### src/design/ssd_pkg.sv
// Shared constants, types and sequencer states of the size distributor.
// No dependencies; imported by ssd_div, the core and the testbench.
package ssd_pkg;

  localparam int MAX_MEMBERS = 32;
  localparam int IDX_W       = $clog2(MAX_MEMBERS);
  localparam int CNT_W       = $clog2(MAX_MEMBERS + 1);
  localparam int IDEAL_W     = 16;
  localparam int WGT_W       = 10;
  localparam int AVAIL_W     = 16;
  localparam int OSIZE_W     = 16;
  localparam int TID_W       = IDEAL_W + CNT_W;
  localparam int WSUM_W      = WGT_W + CNT_W;
  localparam int SIZE_W      = TID_W + 2;
  localparam int WIDE_W      = SIZE_W + WGT_W + 1;
  localparam int MEM_W       = IDEAL_W + 2 * WGT_W;
  localparam int DIV_CNT_W   = $clog2(WIDE_W + 1);

  typedef struct packed {
    logic [IDEAL_W-1:0] ideal;
    logic [WGT_W-1:0]   stretch;
    logic [WGT_W-1:0]   shrink;
  } member_t;

  typedef struct packed {
    logic                     start;
    logic signed [WIDE_W-1:0] dividend;
    logic [WSUM_W-1:0]        divisor;
  } div_req_t;

  typedef enum logic [4:0] {
    ST_LOAD,
    ST_START,
    ST_SUM,
    ST_SETUP,
    ST_PART_RD,
    ST_PART_MUL,
    ST_PART_GO,
    ST_PART_WAIT,
    ST_REM_SETUP,
    ST_REM_GO,
    ST_REM_WAIT,
    ST_REM_RD,
    ST_REM_UPD,
    ST_CHECK,
    ST_PASS_END,
    ST_EMIT_RD,
    ST_EMIT_LD,
    ST_EMIT_HOLD
  } state_t;

endpackage

### src/design/ssd_ram.sv
// Generic simple dual-port RAM, one write and one registered read port.
// No dependencies.
module ssd_ram #(
  parameter int W     = 8,
  parameter int DEPTH = 32
) (
  input  logic                     clk,
  input  logic                     wr_en,
  input  logic [$clog2(DEPTH)-1:0] wr_addr,
  input  logic [W-1:0]             wr_data,
  input  logic                     rd_en,
  input  logic [$clog2(DEPTH)-1:0] rd_addr,
  output logic [W-1:0]             rd_data
);

  logic [W-1:0] mem [DEPTH];

  always_ff @(posedge clk) begin
    if (wr_en) begin
      mem[wr_addr] <= wr_data;
    end
    if (rd_en) begin
      rd_data <= mem[rd_addr];
    end
  end

endmodule

### src/design/ssd_div.sv
// Radix-2 restoring signed divider, quotient truncated toward zero.
// Divisor zero gives zero. Depends on ssd_pkg.
module ssd_div (
  input  logic                              clk,
  input  logic                              rst_n,
  input  ssd_pkg::div_req_t                 req,
  output logic                              done,
  output logic signed [ssd_pkg::WIDE_W-1:0] quot
);
  import ssd_pkg::*;

  logic                 busy_r;
  logic                 done_r;
  logic [DIV_CNT_W-1:0] cnt_r;
  logic [WIDE_W-1:0]    mag_r;
  logic [WSUM_W-1:0]    rem_r;
  logic [WSUM_W-1:0]    dvs_r;
  logic                 neg_r;
  logic                 zero_r;
  logic [WSUM_W:0]      trial;
  logic                 ge;

  assign trial = {rem_r, mag_r[WIDE_W-1]};
  assign ge    = trial >= {1'b0, dvs_r};

  always_ff @(posedge clk) begin
    if (!rst_n) begin
      busy_r <= 1'b0;
      done_r <= 1'b0;
      cnt_r  <= '0;
    end else begin
      done_r <= 1'b0;
      if (req.start) begin
        busy_r <= 1'b1;
        cnt_r  <= DIV_CNT_W'(WIDE_W);
      end else if (busy_r) begin
        cnt_r <= cnt_r - 1'b1;
        if (cnt_r == DIV_CNT_W'(1)) begin
          busy_r <= 1'b0;
          done_r <= 1'b1;
        end
      end
    end
  end

  always_ff @(posedge clk) begin
    if (req.start) begin
      neg_r  <= req.dividend[WIDE_W-1];
      mag_r  <= req.dividend[WIDE_W-1] ? WIDE_W'(-req.dividend) : WIDE_W'(req.dividend);
      dvs_r  <= req.divisor;
      zero_r <= req.divisor == '0;
      rem_r  <= '0;
    end else if (busy_r) begin
      rem_r <= ge ? WSUM_W'(trial - {1'b0, dvs_r}) : trial[WSUM_W-1:0];
      mag_r <= {mag_r[WIDE_W-2:0], ge};
    end
  end

  assign done = done_r;
  assign quot = zero_r ? '0 : (neg_r ? -$signed(mag_r) : $signed(mag_r));

endmodule

### src/design/stretch_shrink_size_distributor_core.sv
// Top level of the stretch/shrink size distributor: sequencer and datapath.
// Depends on ssd_pkg, ssd_ram and ssd_div.
//
// Usage: members arrive on the in_ channel, one transaction each (ideal size,
// stretch and shrink weight). The transaction with in_last_member set closes
// the group and carries in_available_size. Beyond MAX_MEMBERS members, member
// data is dropped; the last flag still closes the group.
// Members are accepted in ST_LOAD, where in_stall is low. After the last
// member, in_stall stays high while the block computes and emits. Each pass
// scans the member memory, computes one share per member through the serial
// divider, hands out the remainder (one division, then a read and an update
// per visited member) and checks for negative sizes. Up to n passes run.
// The divider sets the pass length. Results leave on the out_ channel in
// load order, one per member, the last one flagged by out_last_size; each
// passes ST_EMIT_RD, ST_EMIT_LD and ST_EMIT_HOLD, where it holds steady
// while the receiver keeps out_stall high.
// Reset (rst_n low, synchronous) empties the group and drops any output.
module stretch_shrink_size_distributor_core (
  input  logic                                clk,
  input  logic                                rst_n,
  input  logic                                in_valid,
  output logic                                in_stall,
  input  logic [ssd_pkg::IDEAL_W-1:0]         in_member_ideal,
  input  logic [ssd_pkg::WGT_W-1:0]           in_member_stretch,
  input  logic [ssd_pkg::WGT_W-1:0]           in_member_shrink,
  input  logic signed [ssd_pkg::AVAIL_W-1:0]  in_available_size,
  input  logic                                in_last_member,
  output logic                                out_valid,
  input  logic                                out_stall,
  output logic [ssd_pkg::OSIZE_W-1:0]         out_member_size,
  output logic                                out_was_clamped,
  output logic                                out_last_size
);
  import ssd_pkg::*;

  state_t state_r, state_nxt;

  logic [CNT_W-1:0]          cnt_r, n_r, passes_r, idx_r;
  logic                      rvld_r;
  logic [IDX_W-1:0]          ridx_r, jr_r;
  logic signed [AVAIL_W-1:0] avail_r;
  logic [TID_W-1:0]          tid_r;
  logic [WSUM_W-1:0]         tst_r, tsh_r;
  logic [CNT_W-1:0]          npos_r, tup_r, tdn_r, ispos_r;
  logic signed [SIZE_W-1:0]  grow_r, done_r, per_r;
  logic signed [WIDE_W-1:0]  dvd_r;
  logic [WSUM_W-1:0]         dvs_r;
  logic [IDEAL_W-1:0]        cur_id_r;
  logic                      up_r, all_r, neg_r, zero_r;
  logic                      out_valid_r, out_clamp_r, out_last_r;
  logic [OSIZE_W-1:0]        out_size_r;

  logic                      mem_we, mem_re, size_we, size_re;
  logic [IDX_W-1:0]          mem_waddr, mem_raddr, size_waddr, size_raddr;
  member_t                   mem_wdata, mrd;
  logic [MEM_W-1:0]          mem_rdata;
  logic [SIZE_W-1:0]         size_wdata, size_rdata;
  logic signed [SIZE_W-1:0]  srd;

  div_req_t                  dreq;
  logic                      div_done;
  logic signed [WIDE_W-1:0]  quot;

  logic                      in_acc, out_acc, room;
  logic signed [SIZE_W-1:0]  grow_c, g_c, d_c, tk_s, rem_c, amt0, amt, d_new;
  logic [CNT_W-1:0]          tk_c;
  logic                      sel_c, scan_end, last_c;
  logic [IDX_W-1:0]          j_c;
  logic signed [WIDE_W-1:0]  grow_w, prod_st, prod_sh;

  ssd_ram #(.W(MEM_W), .DEPTH(MAX_MEMBERS)) u_member_ram (
    .clk(clk), .wr_en(mem_we), .wr_addr(mem_waddr), .wr_data(mem_wdata),
    .rd_en(mem_re), .rd_addr(mem_raddr), .rd_data(mem_rdata)
  );

  ssd_ram #(.W(SIZE_W), .DEPTH(MAX_MEMBERS)) u_size_ram (
    .clk(clk), .wr_en(size_we), .wr_addr(size_waddr), .wr_data(size_wdata),
    .rd_en(size_re), .rd_addr(size_raddr), .rd_data(size_rdata)
  );

  ssd_div u_div (
    .clk(clk), .rst_n(rst_n), .req(dreq), .done(div_done), .quot(quot)
  );

  assign mrd      = member_t'(mem_rdata);
  assign srd      = $signed(size_rdata);
  assign in_acc   = in_valid && !in_stall;
  assign out_acc  = out_valid_r && !out_stall;
  assign room     = cnt_r < CNT_W'(MAX_MEMBERS);
  assign scan_end = (idx_r == n_r) && !rvld_r;
  assign last_c   = (idx_r + CNT_W'(1)) == n_r;

  assign grow_c  = SIZE_W'(avail_r) - $signed({{(SIZE_W-TID_W){1'b0}}, tid_r});
  assign grow_w  = WIDE_W'(grow_r);
  assign prod_st = grow_w * $signed({{(WIDE_W-WGT_W){1'b0}}, mrd.stretch});
  assign prod_sh = grow_w * $signed({{(WIDE_W-WGT_W){1'b0}}, mrd.shrink});

  assign g_c  = grow_r[SIZE_W-1] ? -grow_r : grow_r;
  assign d_c  = grow_r[SIZE_W-1] ? -done_r : done_r;
  assign tk_c = ((!grow_r[SIZE_W-1] ? tup_r : tdn_r) != '0) ?
                (!grow_r[SIZE_W-1] ? tup_r : tdn_r) : ispos_r;
  assign tk_s = $signed({{(SIZE_W-CNT_W){1'b0}}, tk_c});

  assign j_c   = idx_r[0] ? idx_r[IDX_W-1:0] : IDX_W'(n_r - CNT_W'(1) - idx_r);
  assign sel_c = all_r || ((up_r ? mrd.stretch : mrd.shrink) != '0);
  assign rem_c = grow_r - done_r;
  assign amt0  = (rem_c < per_r) ? rem_c : per_r;
  assign amt   = (!up_r && (amt0 > srd)) ? srd : amt0;
  assign d_new = sel_c ? done_r + amt : done_r;

  // next state
  always_comb begin
    state_nxt = state_r;
    unique case (state_r)
      ST_LOAD:      if (in_acc && in_last_member) state_nxt = ST_START;
      ST_START:     state_nxt = (avail_r <= 0) ? ST_EMIT_RD : ST_SUM;
      ST_SUM:       if (scan_end) state_nxt = ST_SETUP;
      ST_SETUP:     state_nxt = ST_PART_RD;
      ST_PART_RD:   state_nxt = ST_PART_MUL;
      ST_PART_MUL:  state_nxt = ST_PART_GO;
      ST_PART_GO:   state_nxt = ST_PART_WAIT;
      ST_PART_WAIT: if (div_done) state_nxt = last_c ? ST_REM_SETUP : ST_PART_RD;
      ST_REM_SETUP: state_nxt = (grow_r == done_r) ? ST_CHECK : ST_REM_GO;
      ST_REM_GO:    state_nxt = ST_REM_WAIT;
      ST_REM_WAIT:  if (div_done) state_nxt = (done_r < grow_r) ? ST_REM_RD : ST_CHECK;
      ST_REM_RD:    state_nxt = ST_REM_UPD;
      ST_REM_UPD:   state_nxt = (!last_c && (d_new < grow_r)) ? ST_REM_RD : ST_CHECK;
      ST_CHECK:     if (scan_end) state_nxt = ST_PASS_END;
      ST_PASS_END:  state_nxt = (neg_r && (passes_r != CNT_W'(1))) ? ST_SUM : ST_EMIT_RD;
      ST_EMIT_RD:   state_nxt = ST_EMIT_LD;
      ST_EMIT_LD:   state_nxt = ST_EMIT_HOLD;
      ST_EMIT_HOLD: if (out_acc) state_nxt = last_c ? ST_LOAD : ST_EMIT_RD;
      default:      state_nxt = ST_LOAD;
    endcase
  end

  // memory, divider and handshake controls
  always_comb begin
    in_stall   = 1'b1;
    mem_we     = 1'b0;
    mem_waddr  = cnt_r[IDX_W-1:0];
    mem_wdata  = '{ideal: in_member_ideal, stretch: in_member_stretch,
                   shrink: in_member_shrink};
    mem_re     = 1'b0;
    mem_raddr  = idx_r[IDX_W-1:0];
    size_we    = 1'b0;
    size_waddr = idx_r[IDX_W-1:0];
    size_wdata = SIZE_W'($signed({{(SIZE_W-IDEAL_W){1'b0}}, cur_id_r}) + SIZE_W'(quot));
    size_re    = 1'b0;
    size_raddr = idx_r[IDX_W-1:0];
    dreq       = '{start: 1'b0, dividend: dvd_r, divisor: dvs_r};
    unique case (state_r)
      ST_LOAD: begin
        in_stall = 1'b0;
        mem_we   = in_valid && room;
      end
      ST_SUM: begin
        mem_re = idx_r < n_r;
      end
      ST_PART_RD: begin
        mem_re = 1'b1;
      end
      ST_PART_GO, ST_REM_GO: begin
        dreq.start = 1'b1;
      end
      ST_PART_WAIT: begin
        size_we = div_done;
      end
      ST_REM_RD: begin
        mem_re     = 1'b1;
        mem_raddr  = j_c;
        size_re    = 1'b1;
        size_raddr = j_c;
      end
      ST_REM_UPD: begin
        size_we    = sel_c;
        size_waddr = jr_r;
        size_wdata = up_r ? srd + amt : srd - amt;
      end
      ST_CHECK: begin
        mem_re    = idx_r < n_r;
        size_re   = idx_r < n_r;
        mem_we    = rvld_r && srd[SIZE_W-1];
        mem_waddr = ridx_r;
        mem_wdata = '{ideal: '0, stretch: mrd.stretch, shrink: '0};
      end
      ST_EMIT_RD: begin
        size_re = 1'b1;
      end
      default: begin
      end
    endcase
  end

  always_ff @(posedge clk) begin
    if (!rst_n) begin
      state_r     <= ST_LOAD;
      cnt_r       <= '0;
      out_valid_r <= 1'b0;
    end else begin
      state_r <= state_nxt;
      if (state_r == ST_LOAD && in_acc && room) begin
        cnt_r <= cnt_r + CNT_W'(1);
      end
      if (state_r == ST_EMIT_LD) begin
        out_valid_r <= 1'b1;
      end else if (out_acc) begin
        out_valid_r <= 1'b0;
        if (last_c) begin
          cnt_r <= '0;
        end
      end
    end
  end

  always_ff @(posedge clk) begin
    rvld_r <= 1'b0;
    ridx_r <= idx_r[IDX_W-1:0];
    unique case (state_r)
      ST_LOAD: begin
        if (in_acc && in_last_member) begin
          n_r     <= cnt_r + CNT_W'(room);
          avail_r <= in_available_size;
        end
      end
      ST_START, ST_PASS_END: begin
        if (state_r == ST_START) begin
          zero_r   <= avail_r <= 0;
          passes_r <= n_r;
        end else begin
          passes_r <= passes_r - CNT_W'(1);
        end
        idx_r  <= '0;
        tid_r  <= '0;
        tst_r  <= '0;
        tsh_r  <= '0;
        npos_r <= '0;
        tup_r  <= '0;
        tdn_r  <= '0;
      end
      ST_SUM: begin
        if (idx_r < n_r) begin
          idx_r  <= idx_r + CNT_W'(1);
          rvld_r <= 1'b1;
        end
        if (rvld_r) begin
          tid_r  <= tid_r + TID_W'(mrd.ideal);
          tst_r  <= tst_r + WSUM_W'(mrd.stretch);
          tsh_r  <= tsh_r + WSUM_W'(mrd.shrink);
          npos_r <= npos_r + CNT_W'((mrd.ideal != '0) || (mrd.shrink != '0));
          tup_r  <= tup_r + CNT_W'(mrd.stretch != '0);
          tdn_r  <= tdn_r + CNT_W'(mrd.shrink != '0);
        end
      end
      ST_SETUP: begin
        grow_r  <= grow_c;
        ispos_r <= (grow_c[SIZE_W-1] && (tsh_r == '0)) ? npos_r : n_r;
        done_r  <= '0;
        idx_r   <= '0;
      end
      ST_PART_MUL: begin
        cur_id_r <= mrd.ideal;
        if (!grow_r[SIZE_W-1]) begin
          if (tst_r == '0) begin
            dvd_r <= grow_w;
            dvs_r <= WSUM_W'(n_r);
          end else begin
            dvd_r <= prod_st;
            dvs_r <= tst_r;
          end
        end else if (mrd.ideal == '0 && mrd.shrink == '0) begin
          dvd_r <= '0;
          dvs_r <= '0;
        end else if (tsh_r == '0) begin
          dvd_r <= grow_w;
          dvs_r <= WSUM_W'(ispos_r);
        end else begin
          dvd_r <= prod_sh;
          dvs_r <= tsh_r;
        end
      end
      ST_PART_WAIT: begin
        if (div_done) begin
          done_r <= done_r + SIZE_W'(quot);
          idx_r  <= idx_r + CNT_W'(1);
        end
      end
      ST_REM_SETUP: begin
        neg_r  <= 1'b0;
        idx_r  <= '0;
        up_r   <= !grow_r[SIZE_W-1];
        all_r  <= (!grow_r[SIZE_W-1] ? tup_r : tdn_r) != '0;
        grow_r <= g_c;
        done_r <= d_c;
        dvd_r  <= WIDE_W'(g_c - d_c + tk_s - SIZE_W'(1));
        dvs_r  <= WSUM_W'(tk_c);
      end
      ST_REM_WAIT: begin
        if (div_done) begin
          per_r <= SIZE_W'(quot);
        end
      end
      ST_REM_RD: begin
        jr_r <= j_c;
      end
      ST_REM_UPD: begin
        done_r <= d_new;
        idx_r  <= (!last_c && (d_new < grow_r)) ? idx_r + CNT_W'(1) : '0;
      end
      ST_CHECK: begin
        if (idx_r < n_r) begin
          idx_r  <= idx_r + CNT_W'(1);
          rvld_r <= 1'b1;
        end
        if (rvld_r && srd[SIZE_W-1]) begin
          neg_r <= 1'b1;
        end
        if (scan_end) begin
          idx_r <= '0;
        end
      end
      ST_EMIT_LD: begin
        out_size_r  <= (zero_r || srd[SIZE_W-1]) ? '0 : size_rdata[OSIZE_W-1:0];
        out_clamp_r <= !zero_r && srd[SIZE_W-1];
        out_last_r  <= last_c;
      end
      ST_EMIT_HOLD: begin
        if (out_acc) begin
          idx_r <= last_c ? '0 : idx_r + CNT_W'(1);
        end
      end
      default: begin
      end
    endcase
    if (state_r == ST_REM_WAIT && div_done && !(done_r < grow_r)) begin
      idx_r <= '0;
    end
  end

  assign out_valid       = out_valid_r;
  assign out_member_size = out_size_r;
  assign out_was_clamped = out_clamp_r;
  assign out_last_size   = out_last_r;

  a_out_only_in_hold: assert property (@(posedge clk) disable iff (!rst_n)
    out_valid_r |-> state_r == ST_EMIT_HOLD)
    else $error("result valid outside emit hold");

  a_count_bound: assert property (@(posedge clk) disable iff (!rst_n)
    cnt_r <= CNT_W'(MAX_MEMBERS))
    else $error("member count beyond capacity");

  a_close_group: assert property (@(posedge clk) disable iff (!rst_n)
    (out_acc && out_last_r) |=> (state_r == ST_LOAD && cnt_r == '0))
    else $error("group not closed after final result");

  a_div_done_wait: assert property (@(posedge clk) disable iff (!rst_n)
    div_done |-> (state_r == ST_PART_WAIT || state_r == ST_REM_WAIT))
    else $error("divider finished outside a wait state");

endmodule

### config.mk
export PLATFORM = sky130hd
export DESIGN_NAME = stretch_shrink_size_distributor_core
export DESIGN_NICKNAME = d
export VERILOG_FILES = /design/src/design/ssd_pkg.sv /design/src/design/ssd_ram.sv /design/src/design/ssd_div.sv /design/src/design/stretch_shrink_size_distributor_core.sv
export SDC_FILE = /design/constraint.sdc
export NUM_CORES = 2
export LEC_CHECK = 0
export ABC_AREA = 1
export BUFFER_PORTS_ARGS = -buffer_cell sky130_fd_sc_hd__buf_2
export CAP_MARGIN = 20
export CORE_MARGIN = 5
export CORE_UTILIZATION = 55
export DETAILED_ROUTE_END_ITERATION = 7
export PLACE_DENSITY = 0.82
export REMOVE_ABC_BUFFERS = 1
export SLEW_MARGIN = 20
export SYNTH_ARGS = -nofsm -noshare
export SYNTH_HDL_FRONTEND = slang
export SYNTH_SLANG_ARGS = --single-unit
### constraint.sdc
create_clock -name clk -period 22.8 [get_ports clk]
set_input_delay 3.42 -clock clk [delete_from_list [all_inputs] [get_ports clk]]
set_output_delay 3.42 -clock clk [all_outputs]
set_load 0.05 [all_outputs]
* Word-level counts from Yosys, hierarchy flattened *
Memory sizes are Yosys's and may differ from the RTL's. A register that Yosys moved wholly into a read port is not among the register bits.
Cells that the tools add are included.

storage, ports and cells
  word-level logic and storage cells = 266
  flip-flop bits (word level) = 373
  RAM bits = 1920
  memories kept = 2
  bits of input ports = 57

memories
  name              words  width  rd ports  clocked after memory_dff  write ports  line           text
  u_member_ram.mem  32     36     1         1                         1            ssd_ram.sv:16  logic [W-1:0] mem [DEPTH];
  u_size_ram.mem    32     24     1         1                         1            ssd_ram.sv:16

operators by class
  equal/unequal tests = 30
  bitwise operators = 2
  reduce and logical (&&, ||, !) cells = 61
  add/subtract/negate cells = 28
  multiplexer cells = 94
  order comparisons = 8
  multiply operators = 2

operators with widths
  operator            count
  $mux 35             7
  $mux 24             10
  $mux 6              19
  $mux 16             7
  $pmux 16 s2         3
  $pmux 24 s4         1
  $pmux 5 s18         1
  $add 24x24->24      3
  $lt 24x24->1        3
  $neg 24->24         3
  $mul 24x11->35      2
  $pmux 35 s2         1
  $logic_not 16->1    4
  $mux 5              10
  $pmux 24 s2         1
  $sub 24x24->24      2
  $pmux 22 s2         1
  $eq 5x4->1 const B  8
  $mux 36             1
  $pmux 6 s2          3
  $pmux 6 s6          1
  $neg 35->35         1
  $add 16x10->16      2
  $reduce_bool 10->1  3
  49 further kinds    128

* Longest topological paths before layout *
  word-level depth = 12
  depth in mapped cells = 73
  depth with buffers taken out = 69

* Modules after synthesis *
A second synthesis with hierarchy kept.

unflattened totals
  cell total of the unflattened synthesis = 13712
  area, all modules = 131823.9 um^2

modules (own cells, without submodules)
  module                                times used  cells each  area each (um^2)
  ssd_ram at u_member_ram               1           3969        48062.3
  stretch_shrink_size_distributor_core  1           6088        45342.2
  ssd_ram at u_size_ram                 1           2665        32000.7
  ssd_div                               1           990         6418.7

* Worst setup path after synthesis *
OpenSTA, ideal clock, no wires.

  path kind = reg2reg
  start point = register grow_r[0]
  end point = memory u_size_ram.mem[0][13] in the netlist's numbering, data pin
  setup time = 0.454 ns
  arrival = 8.633 ns
  cell stages (with the launch flop) = 54
  clock period less this slack = 9.087 ns
  data required time = 22.346 ns
  path buffers = 5
  path slack = 13.713 ns
  path through = edfxtp_1 clkbuf_1 inv_1 ha_1 inv_1 fa_1 nand3_1 nand2_1 a21boi_2 o21ai_1 a21oi_1 xor2_1 inv_1 ha_1 nand2_1 nor2_1 nand4_1 nor2_1 [18 not listed] nand2_2 nand2_2 ha_1 nor2_1 xor2_1 ha_1 nand3_1 nand3_1 inv_1 nor2_1 nor2_1 o21ai_0 inv_1 o21ai_0 a21oi_1 o21ai_0 o21ai_0 o21ai_0

on the way
  longest elaborated chain between the ends = 9

RTL lines
  what                                                     line                                         text
  start: declaration                                       stretch_shrink_size_distributor_core.sv:45   logic signed [SIZE_W-1:0] grow_r, done_r, per_r;
  start signal: assignment                                 stretch_shrink_size_distributor_core.sv:256  grow_r <= grow_c;
  start signal: assignment                                 stretch_shrink_size_distributor_core.sv:293  grow_r <= g_c;
  $sub 24x24->24 (*)                                       stretch_shrink_size_distributor_core.sv:106  assign rem_c = grow_r - done_r;
  $lt 24x24->1                                             stretch_shrink_size_distributor_core.sv:107  assign amt0 = (rem_c < per_r) ? rem_c : per_r;
  $mux 24 (*)                                              stretch_shrink_size_distributor_core.sv:107
  $gt 24x24->1                                             stretch_shrink_size_distributor_core.sv:108  assign amt = (!up_r && (amt0 > srd)) ? srd : amt0;
  $logic_and 1x1->1                                        stretch_shrink_size_distributor_core.sv:108
  $mux 24 (*)                                              stretch_shrink_size_distributor_core.sv:108
  $sub 24x24->24 / $add 24x24->24 (equally long branches)  stretch_shrink_size_distributor_core.sv:178  size_wdata = up_r ? srd + amt : srd - amt;
  $mux 24 (*)                                              stretch_shrink_size_distributor_core.sv:178
  $mux 24 (*)                                              stretch_shrink_size_distributor_core.sv:152  unique case (state_r)
  named net size_wdata[13]                                 stretch_shrink_size_distributor_core.sv:57   logic [SIZE_W-1:0] size_wdata, size_rdata;
  end: declaration                                         ssd_ram.sv:16

The timed path passes the listed nets; every way through them passes the cells marked *.

* Final worst setup path *
  start point = register grow_r[0]
  end point = register idx_r[0]

on the way
  longest elaborated chain between the ends = 12

RTL lines
  what                    line                                         text
  $sub 24x24->24          stretch_shrink_size_distributor_core.sv:106
  $lt 24x24->1            stretch_shrink_size_distributor_core.sv:107
  $mux 24                 stretch_shrink_size_distributor_core.sv:107
  $gt 24x24->1            stretch_shrink_size_distributor_core.sv:108
  $logic_and 1x1->1       stretch_shrink_size_distributor_core.sv:108
  $mux 24                 stretch_shrink_size_distributor_core.sv:108
  $add 24x24->24          stretch_shrink_size_distributor_core.sv:109  assign d_new = sel_c ? done_r + amt : done_r;
  $mux 24                 stretch_shrink_size_distributor_core.sv:109
  $lt 24x24->1            stretch_shrink_size_distributor_core.sv:308  idx_r <= (!last_c && (d_new < grow_r)) ? idx_r + CNT_W'(1) : '0;
  $logic_and 1x1->1       stretch_shrink_size_distributor_core.sv:308
  $mux 6                  stretch_shrink_size_distributor_core.sv:308
  $pmux 6 s6              stretch_shrink_size_distributor_core.sv:219  unique case (state_r)
  end signal: assignment  stretch_shrink_size_distributor_core.sv:308
  end signal: assignment  stretch_shrink_size_distributor_core.sv:312  idx_r <= idx_r + CNT_W'(1);
  end signal: assignment  stretch_shrink_size_distributor_core.sv:329  idx_r <= last_c ? '0 : idx_r + CNT_W'(1);
  end: declaration        stretch_shrink_size_distributor_core.sv:38   logic [CNT_W-1:0] cnt_r, n_r, passes_r, idx_r;

Several ways; a longest one is shown, not always the timed one.
A chain may end at the register's enable or synchronous reset.

==> qor.txt <==
Outcome: finished, violations left
Violated checks: design-rule violations
Most common library cells after synthesis: edfxtp_1 (2305), nand2_1 (1568), nor2_1 (1437), inv_1 (1330), o21ai_0 (1216)
Final setup viols: 0
CP Launch Type: register
Num CTS Buffers: 227
Hold-fix buffers, CTS: 0
Area grow syn2layout: 9.13%
Synth Area per Inst: 10.5 um^2
Clock sink count: 2353
Hold Fails Final Rpt: 0
WS Path Type: register to register
Largest net degree at the start of global routing: 202
Post-CTS repair timing setup buffer count: 0
Final Cycle Share: 49.9%
Core ar.: 0.230 mm^2
First-pass GRT wire length: 566000 um
Min Hold Slack: 0.452 ns
Via count: 96458
Final Core Density: 60.3%
Max incr delay on CP: 0.51 ns
Fin Clk Skew: 0.0904 ns
Synthesized area: 0.127 mm^2
Count leader, synth: edfxtp_1
Max Fanout on Critical Path: 44
Iter 0 DRT Violations: 14054
Synth area leader: edfxtp_1
Critical Path AT: 12.17 ns
Top-area cell type share of the netlist area: 54.5%
Crit end category: register
Seq/Total Area, Yosys: 55.2%
Initial antenna violation count: 18
Final Routed Wirelength: 382000 um
Synth unique cells: 80
#FFs+latches synth: 2353
Nets: 12917
CTS tree: built
Actual slew at the worst max-slew pin: 1.29 ns
Post-DP HPWL: 235000 um
Crit path max-delay cell type: inv_2
Cts repair resizes: 0
Later-pin clock latency in the skew report: 0.91 ns
RSZ-0062 raised after global routing: no
Height of the die: 491 um
Die width: 491 um
TNS Setup: 0 ns
Worst EP required: 23.59 ns
Die Area: 0.241 mm^2
GPL Wtd Cong: 0.993
Initial core utilization: 55.3%
Share of cells above drive strength 1: 7.56%
Most used cell, CP: nand2_1
H-tree levels: 4
DRT Pass-1 Iters: 8
Max Cap Viol: 0
Post-route ant nets: 0
Root Driver: clkbuf_16
Hold crit path type: register to register
Wirelength per Cell: 25.2 um
DRC errors left: 1
Achievable Freq: 0.0879 GHz
Row count: 176
Fraction of registers with async set/reset: 0%
Ys flop type: edfxtp_1
Relative slew slack: 14.0%
Largest cells by area after synthesis: edfxtp_1 (54%), fa_1 (6.9%), o21ai_0 (4.8%)
Synth warnings: 0
Final worst path period need: 11.38 ns
Top Ports: 77
Number of flops mapped to enable cells by yosys: 2305
Clock Tree Buf Depth: 3
Overflow after GRT: 0
Mapped Cells: 12041
Clock transition at path regs: 0.07 ns
Overall routing resource usage: 30.8%
# port buffers: 76
Vias in the first global route: 92392
DR vias/cell: 6.36
Count of pins over their slew limit: 0
routing by layer:
layer | vias up | GRT usage [%] | part of all wire [%]
met5 | - | 0 | 0.019
met4 | 12 | 16.4 | 6.4
met1 | 46157 | 40.2 | 36
met3 | 1344 | 6.99 | 12
li1 | 42001 | - | -
met2 | 6944 | 48.2 | 45
layout by cell type (no fill, tap or decap), types with 45 or more instances in the layout:
cell and n:
a21oi_1 498, a31oi_1 159, buf_2 77, buf_4 220, clkbuf_1 53, clkbuf_16 227, clkinv_2 45, dfxtp_1 48
edfxtp_1 2305, fa_1 436, ha_1 480, inv_1 1327, nand2_1 1567, nand3_1 336, nand4_1 64, nor2_1 1366
nor2_4 58, nor3_1 67, o211ai_1 106, o21a_1 48, o21ai_0 1204, o21ai_1 184, o221ai_1 412, o22ai_1 90
or2_2 57, xnor2_1 57, xor2_1 169
registers in the layout, indices dropped and copies added (netlist names), 16 cells and up:
register              flops
avail_r                  16
cur_id_r                 16
done_r                   24
dvd_r                    35
dvs_r                    16
grow_r                   24
out_member_size          16
per_r                    24
tid_r                    22
tsh_r                    16
tst_r                    16
u_div.dvs_r              16
u_div.mag_r              35
u_div.rem_r              16
u_member_ram.mem       1152
u_member_ram.rd_data     36
u_size_ram.mem          768
u_size_ram.rd_data       24
cell type report:
type                            count  area (um^2)
Antenna cell                       13         32.5
Clock buffer                      280         5880
Clock inverter                    140         1540
Fill cell                       17610        91300
Inverter                         1350         5100
Multi-Input combinational cell   7702        49800
Sequential cell                  2353        70200
Tap cell                         3026         3790
Timing Repair Buffer              310         2290
worst max-delay path: cells and delay by family, from the launching register on:
kind	cells	cell delay [ns]
buffers and inverters	7	1.65
AO/OA/AOI/OAI	12	2.06
adder cells (fa/ha/maj)	7	2.14
flip-flops	1	0.36
XOR/XNOR	1	0.28
AND/OR/NAND/NOR	36	4.74
cell families (layout without fill, tap and decap cells):
logic type	Yosys count	after routing	synth area share, %
multiplexers	2	2	0.0158
flip-flops	2353	2353	55.2
buffers and inverters	1986	2080	6.08
other	0	13	0
AO/OA/AOI/OAI	2873	2873	13.5
AND/OR/NAND/NOR	3684	3684	12.0
adder cells (fa/ha/maj)	916	916	11.6
XOR/XNOR	227	227	1.57
metrics by stage:
stage,cell area (um^2),cells,setup WS (ns)
3_3_place_gp,131000,14733,11.74
2_1_floorplan,124000,11405,-30.92
3_5_place_dp,131000,14736,11.66
5_1_grt,139000,15163,10.49
4_1_cts,138000,15156,11.60
6_report,139000,15174,11.42
final timing paths:
| path | cells past startpoint | slack (ns) | to | startpoint |
|---|---|---|---|---|
| setup / recovery | 63 | 11.42 | idx_r[0]$_SDFFE_PP0P_ | grow_r[0]$_DFFE_PP_ |
| hold / removal | 0 | 0.45 | u_div.dvs_r[2]$_DFFE_PN_ | dvs_r[2]$_DFFE_PP_ |
| setup reg to reg | 63 | 11.42 | idx_r[0]$_SDFFE_PP0P_ | grow_r[0]$_DFFE_PP_ |
| hold reg to reg | 0 | 0.45 | u_div.dvs_r[2]$_DFFE_PN_ | dvs_r[2]$_DFFE_PP_ |
Power is not shown: default switching activity piles up to over one toggle a cycle in this logic, so the estimate is an artifact.
